<file path="config.mk">
export PLATFORM = sky130hd
export DESIGN_NAME = lcs_length_engine_top
export DESIGN_NICKNAME = d
export VERILOG_FILES = /design/src/hw/rtl/lcs_pkg.sv /design/src/hw/rtl/lcs_length_engine_top.sv /design/src/hw/rtl/lcs_ram.sv /design/src/hw/rtl/lcs_str_store.sv /design/src/hw/rtl/lcs_row_sweep.sv
export SDC_FILE = /design/constraint.sdc
export NUM_CORES = 2
export LEC_CHECK = 0
export BUFFER_PORTS_ARGS = -buffer_cell sky130_fd_sc_hd__buf_2
export CELL_PAD_IN_SITES_DETAIL_PLACEMENT = 0
export CELL_PAD_IN_SITES_GLOBAL_PLACEMENT = 1
export CORE_AREA = 3 3 404 406
export CTS_CLUSTER_DIAMETER = 80
export CTS_CLUSTER_SIZE = 28
export DETAILED_ROUTE_END_ITERATION = 10
export DIE_AREA = 0 0 407 409
export PLACE_DENSITY_LB_ADDON = 0.1
export SYNTH_ARGS = -nofsm -noshare
export SYNTH_HDL_FRONTEND = slang
export SYNTH_SLANG_ARGS = --single-unit
export TNS_END_PERCENT = 100
</file>
<file path="constraint.sdc">
create_clock -name clk -period 9.6 [get_ports clk]
set_input_delay 0.48 -clock clk [delete_from_list [all_inputs] [get_ports clk]]
set_output_delay 0.48 -clock clk [all_outputs]
set_load 0.005 [all_outputs]
</file>
<file path="src/hw/rtl/lcs_pkg.sv">
// Shared definitions for the LCS length engine.
// Command codes, field widths and default sizes; no dependencies.
`default_nettype none

package lcs_pkg;

  // Default sizes, handed to the top level as parameter defaults.
  localparam int MAX_LEN_DEF     = 64;
  localparam int SYMBOL_BITS_DEF = 8;

  // Fixed widths of the port fields.
  localparam int CMD_W     = 2;
  localparam int SYM_IN_W  = 8;
  localparam int LEN_OUT_W = 7;

  // Command codes carried in the cmd field.
  localparam logic [CMD_W-1:0] CMD_APPEND_A = 2'd0;
  localparam logic [CMD_W-1:0] CMD_APPEND_B = 2'd1;
  localparam logic [CMD_W-1:0] CMD_COMPUTE  = 2'd2;

  // Read strobes that the sweep sends to the string store.
  typedef struct packed {
    logic rd_a;
    logic rd_b;
  } str_rd_t;

endpackage

`default_nettype wire

</file>
<file path="src/hw/rtl/lcs_length_engine_top.sv">
// LCS length engine top level. Append words are taken while no compute is in progress.
// A compute word sweeps the table of the two strings, row by row (no rows if either
// string is empty): a row-start step per row, then one cell per cycle through the row
// memory. The input stalls from the accepted compute word until the result is handed
// on, and longer while the output register still holds a result not yet taken.
// Reset (synchronous) empties both strings; memories keep data.
`default_nettype none

module lcs_length_engine_top #(
  parameter int MAX_LEN     = lcs_pkg::MAX_LEN_DEF,
  parameter int SYMBOL_BITS = lcs_pkg::SYMBOL_BITS_DEF
) (
  input  wire logic                          clk,
  input  wire logic                          rst_n,
  input  wire logic                          in_valid,
  output logic                               in_stall,
  input  wire logic [lcs_pkg::CMD_W-1:0]     in_cmd,
  input  wire logic [lcs_pkg::SYM_IN_W-1:0]  in_symbol,
  output logic                               out_valid,
  input  wire logic                          out_stall,
  output logic [lcs_pkg::LEN_OUT_W-1:0]      out_subsequence_length,
  output logic                               out_truncated
);
  import lcs_pkg::*;

  localparam int AW = (MAX_LEN > 1) ? $clog2(MAX_LEN) : 1;
  localparam int LW = $clog2(MAX_LEN + 1);

  localparam logic [1:0] ST_IDLE = 2'd0;
  localparam logic [1:0] ST_BUSY = 2'd1;
  localparam logic [1:0] ST_EMIT = 2'd2;

  logic [1:0]             state_r;
  logic [LW-1:0]          res_r;
  logic                   out_valid_r;
  logic [LEN_OUT_W-1:0]   out_len_r;
  logic                   out_trunc_r;

  logic                   accept, start, emit;
  str_rd_t                rd;
  logic [AW-1:0]          rd_a_addr, rd_b_addr;
  logic [SYMBOL_BITS-1:0] rd_a_data, rd_b_data;
  logic [LW-1:0]          len_a, len_b, sweep_res;
  logic                   overflow, sweep_done;

  // Input handshake: words are taken only while no compute is in progress.
  assign in_stall = (state_r != ST_IDLE);
  assign accept   = in_valid && !in_stall;
  assign start    = accept && (in_cmd == CMD_COMPUTE);
  assign emit     = (state_r == ST_EMIT) && (!out_valid_r || !out_stall);

  // Control: compute, hold the result, hand it to the output register.
  always_ff @(posedge clk) begin
    if (!rst_n) begin
      state_r <= ST_IDLE;
    end else begin
      case (state_r)
        ST_IDLE: if (start)      state_r <= ST_BUSY;
        ST_BUSY: if (sweep_done) state_r <= ST_EMIT;
        ST_EMIT: if (emit)       state_r <= ST_IDLE;
        default:                 state_r <= ST_IDLE;
      endcase
    end
  end

  always_ff @(posedge clk) begin
    if (sweep_done) begin
      res_r <= sweep_res;
    end
  end

  // Output register.
  always_ff @(posedge clk) begin
    if (!rst_n) begin
      out_valid_r <= 1'b0;
    end else if (emit) begin
      out_valid_r <= 1'b1;
    end else if (!out_stall) begin
      out_valid_r <= 1'b0;
    end
  end

  always_ff @(posedge clk) begin
    if (emit) begin
      out_len_r   <= LEN_OUT_W'(res_r);
      out_trunc_r <= overflow;
    end
  end

  assign out_valid              = out_valid_r;
  assign out_subsequence_length = out_len_r;
  assign out_truncated          = out_trunc_r;

  lcs_str_store #(.MAX_LEN(MAX_LEN), .SYMBOL_BITS(SYMBOL_BITS)) u_store (
    .clk       (clk),
    .rst_n     (rst_n),
    .app_en    (accept),
    .app_cmd   (in_cmd),
    .app_sym   (in_symbol),
    .clr       (emit),
    .rd        (rd),
    .rd_a_addr (rd_a_addr),
    .rd_b_addr (rd_b_addr),
    .rd_a_data (rd_a_data),
    .rd_b_data (rd_b_data),
    .len_a     (len_a),
    .len_b     (len_b),
    .overflow  (overflow)
  );

  lcs_row_sweep #(.MAX_LEN(MAX_LEN), .SYMBOL_BITS(SYMBOL_BITS)) u_sweep (
    .clk       (clk),
    .rst_n     (rst_n),
    .start     (start),
    .len_a     (len_a),
    .len_b     (len_b),
    .rd        (rd),
    .rd_a_addr (rd_a_addr),
    .rd_b_addr (rd_b_addr),
    .rd_a_data (rd_a_data),
    .rd_b_data (rd_b_data),
    .done      (sweep_done),
    .result    (sweep_res)
  );

endmodule

`default_nettype wire

</file>
<file path="src/hw/rtl/lcs_ram.sv">
// Generic single-port-write, single-port-read RAM with registered read.
// Read data holds its value while no read is issued; no dependencies.
`default_nettype none

module lcs_ram #(
  parameter int WIDTH = 8,
  parameter int DEPTH = 64,
  localparam int AW = (DEPTH > 1) ? $clog2(DEPTH) : 1
) (
  input  wire logic             clk,
  input  wire logic             wr_en,
  input  wire logic [AW-1:0]    wr_addr,
  input  wire logic [WIDTH-1:0] wr_data,
  input  wire logic             rd_en,
  input  wire logic [AW-1:0]    rd_addr,
  output logic      [WIDTH-1:0] rd_data
);

  logic [WIDTH-1:0] mem_r [DEPTH];

  // Write port.
  always_ff @(posedge clk) begin
    if (wr_en) begin
      mem_r[wr_addr] <= wr_data;
    end
  end

  // Registered read port.
  always_ff @(posedge clk) begin
    if (rd_en) begin
      rd_data <= mem_r[rd_addr];
    end
  end

endmodule

`default_nettype wire

</file>
<file path="src/hw/rtl/lcs_str_store.sv">
// String store: two symbol memories with their fill counts and overflow flag.
// Uses lcs_pkg and lcs_ram.
`default_nettype none

module lcs_str_store #(
  parameter int MAX_LEN     = 64,
  parameter int SYMBOL_BITS = 8,
  localparam int AW = (MAX_LEN > 1) ? $clog2(MAX_LEN) : 1,
  localparam int LW = $clog2(MAX_LEN + 1)
) (
  input  wire logic                         clk,
  input  wire logic                         rst_n,
  input  wire logic                         app_en,
  input  wire logic [lcs_pkg::CMD_W-1:0]    app_cmd,
  input  wire logic [lcs_pkg::SYM_IN_W-1:0] app_sym,
  input  wire logic                         clr,
  input  wire lcs_pkg::str_rd_t             rd,
  input  wire logic [AW-1:0]                rd_a_addr,
  input  wire logic [AW-1:0]                rd_b_addr,
  output logic      [SYMBOL_BITS-1:0]       rd_a_data,
  output logic      [SYMBOL_BITS-1:0]       rd_b_data,
  output logic      [LW-1:0]                len_a,
  output logic      [LW-1:0]                len_b,
  output logic                              overflow
);
  import lcs_pkg::*;

  logic [LW-1:0]          len_a_r, len_b_r;
  logic                   ovf_r;
  logic                   full_a, full_b;
  logic                   wr_a, wr_b;
  logic [SYMBOL_BITS-1:0] sym_keep;

  // An append lands only while its string has room.
  assign full_a   = (len_a_r == LW'(MAX_LEN));
  assign full_b   = (len_b_r == LW'(MAX_LEN));
  assign wr_a     = app_en && (app_cmd == CMD_APPEND_A) && !full_a;
  assign wr_b     = app_en && (app_cmd == CMD_APPEND_B) && !full_b;
  assign sym_keep = SYMBOL_BITS'(app_sym);

  // Fill counts and overflow flag; reset or the hand-off of a result clears all three.
  always_ff @(posedge clk) begin
    if (!rst_n || clr) begin
      len_a_r <= '0;
      len_b_r <= '0;
      ovf_r   <= 1'b0;
    end else begin
      if (wr_a) begin
        len_a_r <= len_a_r + 1'b1;
      end
      if (wr_b) begin
        len_b_r <= len_b_r + 1'b1;
      end
      if (app_en && ((app_cmd == CMD_APPEND_A && full_a) ||
                     (app_cmd == CMD_APPEND_B && full_b))) begin
        ovf_r <= 1'b1;
      end
    end
  end

  lcs_ram #(.WIDTH(SYMBOL_BITS), .DEPTH(MAX_LEN)) u_ram_a (
    .clk     (clk),
    .wr_en   (wr_a),
    .wr_addr (len_a_r[AW-1:0]),
    .wr_data (sym_keep),
    .rd_en   (rd.rd_a),
    .rd_addr (rd_a_addr),
    .rd_data (rd_a_data)
  );

  lcs_ram #(.WIDTH(SYMBOL_BITS), .DEPTH(MAX_LEN)) u_ram_b (
    .clk     (clk),
    .wr_en   (wr_b),
    .wr_addr (len_b_r[AW-1:0]),
    .wr_data (sym_keep),
    .rd_en   (rd.rd_b),
    .rd_addr (rd_b_addr),
    .rd_data (rd_b_data)
  );

  assign len_a    = len_a_r;
  assign len_b    = len_b_r;
  assign overflow = ovf_r;

endmodule

`default_nettype wire

</file>
<file path="src/hw/rtl/lcs_row_sweep.sv">
// Row sweep: walks the LCS recurrence one cell per cycle over a row memory.
// Uses lcs_pkg and lcs_ram; reads symbols from lcs_str_store.
`default_nettype none

module lcs_row_sweep #(
  parameter int MAX_LEN     = 64,
  parameter int SYMBOL_BITS = 8,
  localparam int AW = (MAX_LEN > 1) ? $clog2(MAX_LEN) : 1,
  localparam int LW = $clog2(MAX_LEN + 1)
) (
  input  wire logic                   clk,
  input  wire logic                   rst_n,
  input  wire logic                   start,
  input  wire logic [LW-1:0]          len_a,
  input  wire logic [LW-1:0]          len_b,
  output lcs_pkg::str_rd_t            rd,
  output logic      [AW-1:0]          rd_a_addr,
  output logic      [AW-1:0]          rd_b_addr,
  input  wire logic [SYMBOL_BITS-1:0] rd_a_data,
  input  wire logic [SYMBOL_BITS-1:0] rd_b_data,
  output logic                        done,
  output logic      [LW-1:0]          result
);
  import lcs_pkg::*;

  localparam logic [2:0] S_IDLE = 3'd0;
  localparam logic [2:0] S_ROW  = 3'd1;
  localparam logic [2:0] S_CELL = 3'd2;
  localparam logic [2:0] S_TAIL = 3'd3;
  localparam logic [2:0] S_DONE = 3'd4;

  logic [2:0]    state_r;
  logic [LW-1:0] i_r, j_r;
  logic          empty_r;

  // Cell stage: one cell whose reads are in flight.
  logic          s_vld_r;
  logic [LW-1:0] s_j_r;
  logic          s_first_col_r, s_first_row_r;
  logic [LW-1:0] left_r, diag_r;

  logic [LW-1:0] row_rd, up, left_in, diag_in, cell_val;
  logic          issue;

  assign issue = (state_r == S_CELL);

  // Sequencer: a row-start cycle fetches the first-string symbol and lets the
  // previous row's last write land before the new row reads the row memory.
  always_ff @(posedge clk) begin
    if (!rst_n) begin
      state_r <= S_IDLE;
      i_r     <= '0;
      j_r     <= '0;
      empty_r <= 1'b0;
    end else begin
      case (state_r)
        S_IDLE: begin
          if (start) begin
            i_r     <= '0;
            empty_r <= (len_a == '0) || (len_b == '0);
            state_r <= ((len_a == '0) || (len_b == '0)) ? S_DONE : S_ROW;
          end
        end
        S_ROW: begin
          j_r     <= LW'(1);
          state_r <= S_CELL;
        end
        S_CELL: begin
          if (j_r == len_b) begin
            i_r     <= i_r + 1'b1;
            state_r <= (LW'(i_r + 1'b1) == len_a) ? S_TAIL : S_ROW;
          end else begin
            j_r <= j_r + 1'b1;
          end
        end
        S_TAIL: begin
          state_r <= S_DONE;
        end
        S_DONE: begin
          state_r <= S_IDLE;
        end
        default: begin
          state_r <= S_IDLE;
        end
      endcase
    end
  end

  // Symbol reads for the string store.
  assign rd.rd_a    = (state_r == S_ROW);
  assign rd.rd_b    = issue;
  assign rd_a_addr  = i_r[AW-1:0];
  assign rd_b_addr  = AW'(j_r - 1'b1);

  // Cell stage control.
  always_ff @(posedge clk) begin
    if (!rst_n) begin
      s_vld_r <= 1'b0;
    end else begin
      s_vld_r <= issue;
    end
  end

  always_ff @(posedge clk) begin
    if (issue) begin
      s_j_r         <= j_r;
      s_first_col_r <= (j_r == LW'(1));
      s_first_row_r <= (i_r == '0);
    end
  end

  // Recurrence: the first row sees zeros above, the first column zeros left.
  assign up       = s_first_row_r ? '0 : row_rd;
  assign left_in  = s_first_col_r ? '0 : left_r;
  assign diag_in  = s_first_col_r ? '0 : diag_r;
  assign cell_val = (rd_a_data == rd_b_data) ? LW'(diag_in + 1'b1) :
                    ((up > left_in) ? up : left_in);

  always_ff @(posedge clk) begin
    if (s_vld_r) begin
      left_r <= cell_val;
      diag_r <= up;
    end
  end

  lcs_ram #(.WIDTH(LW), .DEPTH(MAX_LEN + 1)) u_row_ram (
    .clk     (clk),
    .wr_en   (s_vld_r),
    .wr_addr (s_j_r),
    .wr_data (cell_val),
    .rd_en   (issue),
    .rd_addr (j_r),
    .rd_data (row_rd)
  );

  // The last cell computed is the bottom-right corner of the table.
  assign done   = (state_r == S_DONE);
  assign result = empty_r ? '0 : left_r;

endmodule

`default_nettype wire

</file>
# Word level (Yosys, flattened, before mapping)
# Memory sizes are Yosys's and may differ from the RTL's. A register that Yosys moved wholly into a read port is not among the register bits.
# Index checks and enable logic that the tools add are counted.
# word_totals
inputBits	14
ram_bits	1479
out_inout_bits	10
n_memories	3
elab_cells	110
reg_bits	75
# classes
reduce_logical	34
addsub	6
order_cmp	1
mux	27
eq_ne	21
# mem_list
name	words	width	rd	rd_ports_with_merged_regs	wr	line_no	rtl
u_store.u_ram_a.mem_r	64	8	1	1	1	lcs_ram.sv:19	logic [WIDTH-1:0] mem_r [DEPTH];
u_store.u_ram_b.mem_r	64	8	1	1	1	lcs_ram.sv:19	
u_sweep.u_row_ram.mem_r	65	7	1	1	1	lcs_ram.sv:19	
# ops
operator	n
$mux 7	8
$add 7x1->7 const B	5
$pmux 7 s2	2
$logic_not 7->1	3
$eq 7x7->1	2
$eq 7x7->1 const B	2
$pmux 3 s4	1
$logic_and 1x1->1	10
$mux 3	3
$eq 8x8->1	1
$mux 1	8
$mux 2	4
$ne 2x2->1 const B	4
$eq 7x1->1 const B	1
$gt 7x7->1	1
$eq 3x2->1 const B	2
$logic_not 1->1	6
$ne 2x1->1 const B	3
$pmux 2 s3	1
$reduce_and 2->1	3
$reduce_and 3->1	2
$reduce_bool 2->1	3
$sub 6x1->6 const B	1
$eq 2x1->1 const B	2
6 further kinds	11

# Depth between registers and ports, before layout
# depth
word_depth	7
mapped_depth	15

# Hierarchy
# Synthesis repeated with hierarchy kept, for this count alone.
# hier_totals
hier_cells	3126
hier_area_um2	62819.0
# by_module_without_submodules
mod	area_per_inst_um2	cells_each	instances
lcs_ram at u_store.u_ram_a ...	20246.9	940	2
lcs_ram at u_sweep.u_row_ram	18044.8	818	1
lcs_row_sweep	2880.3	303	1
lcs_str_store	785.8	93	1
lcs_length_engine_top	614.3	32	1

# Least setup slack after synthesis
# OpenSTA, ideal clock, no wires.
# synth_path
kind	reg2reg
from	register u_sweep.s_first_col_r
to	register u_sweep.left_r[0] (data pin)
path_stages_with_launch	11
arrival_time_ns	4.770
setup_time_ns	0.745
path_slack_ns	4.086
n_path_buf	2
cell_sequence	edfxtp_1 clkbuf_1 nand2b_1 ha_1 nor2b_1 o21a_1 o21a_1 nor3b_1 or2_2 clkbuf_1 o311ai_1
# synth_between
elab_chain_len	4
word_cells_on_any_way	6
# synth_lines
element	line_no	rtl
from (decl)	lcs_row_sweep.sv:39	logic s_first_col_r, s_first_row_r;
from (signal assigned)	lcs_row_sweep.sv:107	s_first_col_r <= (j_r == LW'(1));
$mux 7	lcs_row_sweep.sv:114	assign left_in = s_first_col_r ? '0 : left_r;
$gt 7x7->1	lcs_row_sweep.sv:117	((up > left_in) ? up : left_in);
$mux 7	lcs_row_sweep.sv:117	
$mux 7 *	lcs_row_sweep.sv:116	assign cell_val = (rd_a_data == rd_b_data) ? LW'(diag_in + 1'b1) :
named net u_sweep.cell_val[0]	lcs_row_sweep.sv:42	logic [LW-1:0] row_rd, up, left_in, diag_in, cell_val;
to (signal assigned)	lcs_row_sweep.sv:121	left_r <= cell_val;
to (decl)	lcs_row_sweep.sv:40	logic [LW-1:0] left_r, diag_r;
# The timed path passes the listed nets; every way through them passes the cells marked *.
# A chain may end at the register's enable or synchronous reset.

# Worst setup path after layout
# layout_path
from	register u_sweep.j_r[0]
to	register u_store.u_ram_b.rd_data[2] (read register of u_store.u_ram_b.mem_r) (data pin)
# layout_between
elab_chain_len	1
# layout_lines
element	line_no	rtl
from (decl)	lcs_row_sweep.sv:33	logic [LW-1:0] i_r, j_r;
from (signal assigned)	lcs_row_sweep.sv:73	j_r <= j_r + 1'b1;
$sub 6x1->6	lcs_row_sweep.sv:93	assign rd_b_addr = AW'(j_r - 1'b1);
to (decl)	lcs_ram.sv:16	output logic [WIDTH-1:0] rd_data
# No other way between the ends.

==> metrics.md <==
| Metric | Value |
|---|---|
| Drt wl/cell | 29.58 µm |
| DR vias/cell | around 5.5 |
| CTS Buf Count | 90 |
| Fillcell total | ~14000 |
| FF/Latch Area | between 40000 and 50000 µm² |
| Bufs on Longest Clock Path | 3 |
| Post-Syn Instances | a little over 3000 |
| WP data arrival | 4.82 ns |
| Grt ovf | 0 |
| Synth Flop Type | edfxtp_1 |
| Post-cts resize count | 0 |
| HPWL Detailed | 97.70 mm |
| Async SR Flop Fraction | 0% |
| Global placement routability congestion | between 0.7 and 0.8 |
| Register area share after synthesis | between 70 and 80% |
| Vias in the first global route | a little over 30000 |
| Setup CP Type | flop to flop |
| Core Util, Final | approximately 43% |
| Post-synth top area share | between 70% and 80% |
| Post-synth EDFFs | approximately 1500 |
| Slew @ Worst Pin | approximately 1.4 ns |
| Final hold vios | 0 |
| Synth cell types | 62 |
| Period minus WS final | between 4 and 5 ns |
| Area of the multi-input gates | between 10000 and 15000 µm² |
| TritonCTS clock tree | built |
| Worst Setup End Kind | flop |
| Post-CTS Setup Repair Bufs | 0 |
| Cell Area, Synth | about 62000 µm² |
| Max-slew violation count | 0 |
| Root buffer cell | clkbuf_16 |
| Clock Skews | 0.05531 ns |
| Mapped Avg Cell Area | between 20 and 25 µm² |
| Routed vias | a little under 30000 |
| Yosys warns | 0 |
| Leak | 19.94 nW |
| Setup TNS | 0 ns |
| Port Buffer Count | 23 |
| Setup violators final | 0 |
| H-tree levels | 3 |
| Hold-fix buffers, CTS | 0 |
| Max-capacitance violation count | 0 |
| PwrDens | roughly 180 nW/µm² |
| Hold Path Class | input port to flop |
| Status | completed |
| Seq cells post-synth | 1577 |
| Antenna violations before repair | 10 |
| Area delta synth->final | 9.566% |
| Maximum fanout along the worst path | 62 |
| Die W | between 400 and 500 µm |
| Nets | roughly 3100 |
| Max Fclk | approximately 230 MHz |
| Core region area | ~160000 µm² |
| Area leader, netlist | edfxtp_1 |
| First-pass GRT wire length | around 230 mm |
| Initial drt markers | about 2700 |
| Kind of start point of the critical path | flop |
| RSZ-0062 raised after global routing | false |
| Global Route Usage Sum | a little under a fifth |
| Die area | about 170000 µm² |
| DIE HEIGHT | between 400 and 500 µm |
| Ports | 24 |
| Total power | 12.20 mW |
| Starting density of the core | between 30% and 40% |
| Max_slew headroom | under 10% |
| Post-route ant nets | 0 |
| Initial DRT Pass Iterations | 5 |
| Commonest cells after routing, fill and taps aside | edfxtp_1, mux4_2, nor2_1 |
| Commonest non-fill, non-tap cell in the layout | edfxtp_1 |
| Final period utilization | a little under half |
| Top cells by area, synth | edfxtp_1, mux4_2, nor2_1, dfxtp_1, mux2i_1 |
| Clock sinks | about 1600 |
| Max VDD drop | ~160 µV |
| Final Routed Wirelength | ~160 mm |
| Row count | 147 |
| Number of remaining DRC errors | 0 |
| Reg clk slew, reported paths | about 0.10 ns |
| Syn Nets | roughly 3100 |
| Largest net degree at the start of global routing | 101 |
| Worst skew pair latency | between 0.7 and 0.8 ns |
| Critical path data required time | roughly 10 ns |
| Share of post-route cells with drive strength above 1 | a little over a fifth |
-- registers in the layout (all words and copies together), names as in the netlist, 2 cells and up --
signal / flops
u_sweep.s_j_r: 7
u_store.u_ram_a.mem_r: 512
u_sweep.diag_r: 7
u_store.len_b: 7
u_store.len_a: 7
res_r: 7
u_sweep.i_r: 7
state_r: 2
u_sweep.state_r: 3
u_store.u_ram_b.mem_r: 512
u_sweep.u_row_ram.rd_data: 7
out_subsequence_length: 7
u_sweep.u_row_ram.mem_r: 455
u_sweep.left_r: 7
u_sweep.j_r: 7
u_store.u_ram_a.rd_data: 8
u_store.u_ram_b.rd_data: 8
-- synthesized netlist by cell type, types with 11 or more instances --
library cell and count:
edfxtp_1 1540, nand2_1 124, a221oi_1 12, a21oi_1 41, o22ai_1 12, nor2b_1 42, mux2_2 11, xor2_1 29
ha_1 17, nand3_1 53, clkbuf_1 90, mux2i_1 68, dfxtp_1 37, o21ai_1 24, nand4_1 11, nor3_1 16
buf_4 11, mux4_2 405, buf_2 38, nand2b_1 20, a21boi_0 11, nor2_1 263, buf_1 19, inv_1 15
xnor2_1 22
-- cell families (layout without fill, tap and decap cells) --
group                      after synthesis  after routing  synth area share (%)
DFF                                   1577           1577                 75.50
adders and majority gates               17             17                0.3418
and+or+nand+nor                        592            592                 4.377
xor gates and xnor gates                52             52                0.7439
other                                    0              4                     0
buffers and inverters                  181            254                 1.319
AOI/OAI and AO/OA                      169            169                 1.769
muxes                                  484            484                 15.95
-- report_power, final --
group | internal (mW) | total (mW) | switching (mW)
clock network | 2.00 | 4.58 | 2.58
logic | 0.0163 | 0.115 | 0.0987
registers | 7.50 | 7.51 | 0.00396
-- cell type report --
class                      count  area share [%]
antenna                        4         0.01468
clock buffer                  93           3.334
clock inverter                68           1.475
inverter                      16         0.08808
multi-input combinational   1314           21.39
sequential                  1577           68.94
tap                         2160           3.964
timing repair buffer          77          0.7927
-- through the flow --
| step | hold slack, ns | setup WS [ns] | instance area, µm² | std cells |
|---|---|---|---|---|
| global placement | 0.4026 | 5.206 | 64900 | 5144 |
| CTS | 0.04468 | 5.135 | 68180 | 5305 |
| floorplan | 0.4003 | 4.086 | 62230 | 3072 |
| finish | 0.1009 | 5.225 | 68190 | 5309 |
| detailed placement | 0.4063 | 5.123 | 64900 | 5144 |
| global route | 0.04732 | 4.957 | 68180 | 5305 |
-- worst max-delay path, cell delays in order (launching register included) --
cell	delay, ns
dfxtp_4	0.82
inv_2	0.40
ha_4	0.56
buf_4	0.77
mux4_2	0.42
mux4_2	0.52
a221oi_1	0.36
o21ai_1	0.09
-- per-layer routing --
| metal | global-route usage (%) | up-vias | part of all wire, % |
|---|---|---|---|
| met4 | 4.241 | 0 | 2.2 |
| met2 | 30.66 | 756 | 49 |
| met1 | 27.45 | 16000 | 44 |
| met3 | 2.448 | 174 | 4.7 |
| met5 | 0 | - | 0 |
| li1 | - | 12490 | - |
-- worst paths after layout --
kind	from	end	slack [ns]	cells past startpoint
max	u_sweep.j_r[0]	u_store.u_ram_b.rd_data[2]	5.22	7
min	out_stall	out_valid	0.10	3
max reg2reg	u_sweep.j_r[0]	u_store.u_ram_b.rd_data[2]	5.22	7
min reg2reg	res_r[2]	out_subsequence_length[2]	0.43	0
No activity file was read; power rests on OpenSTA's default activity.
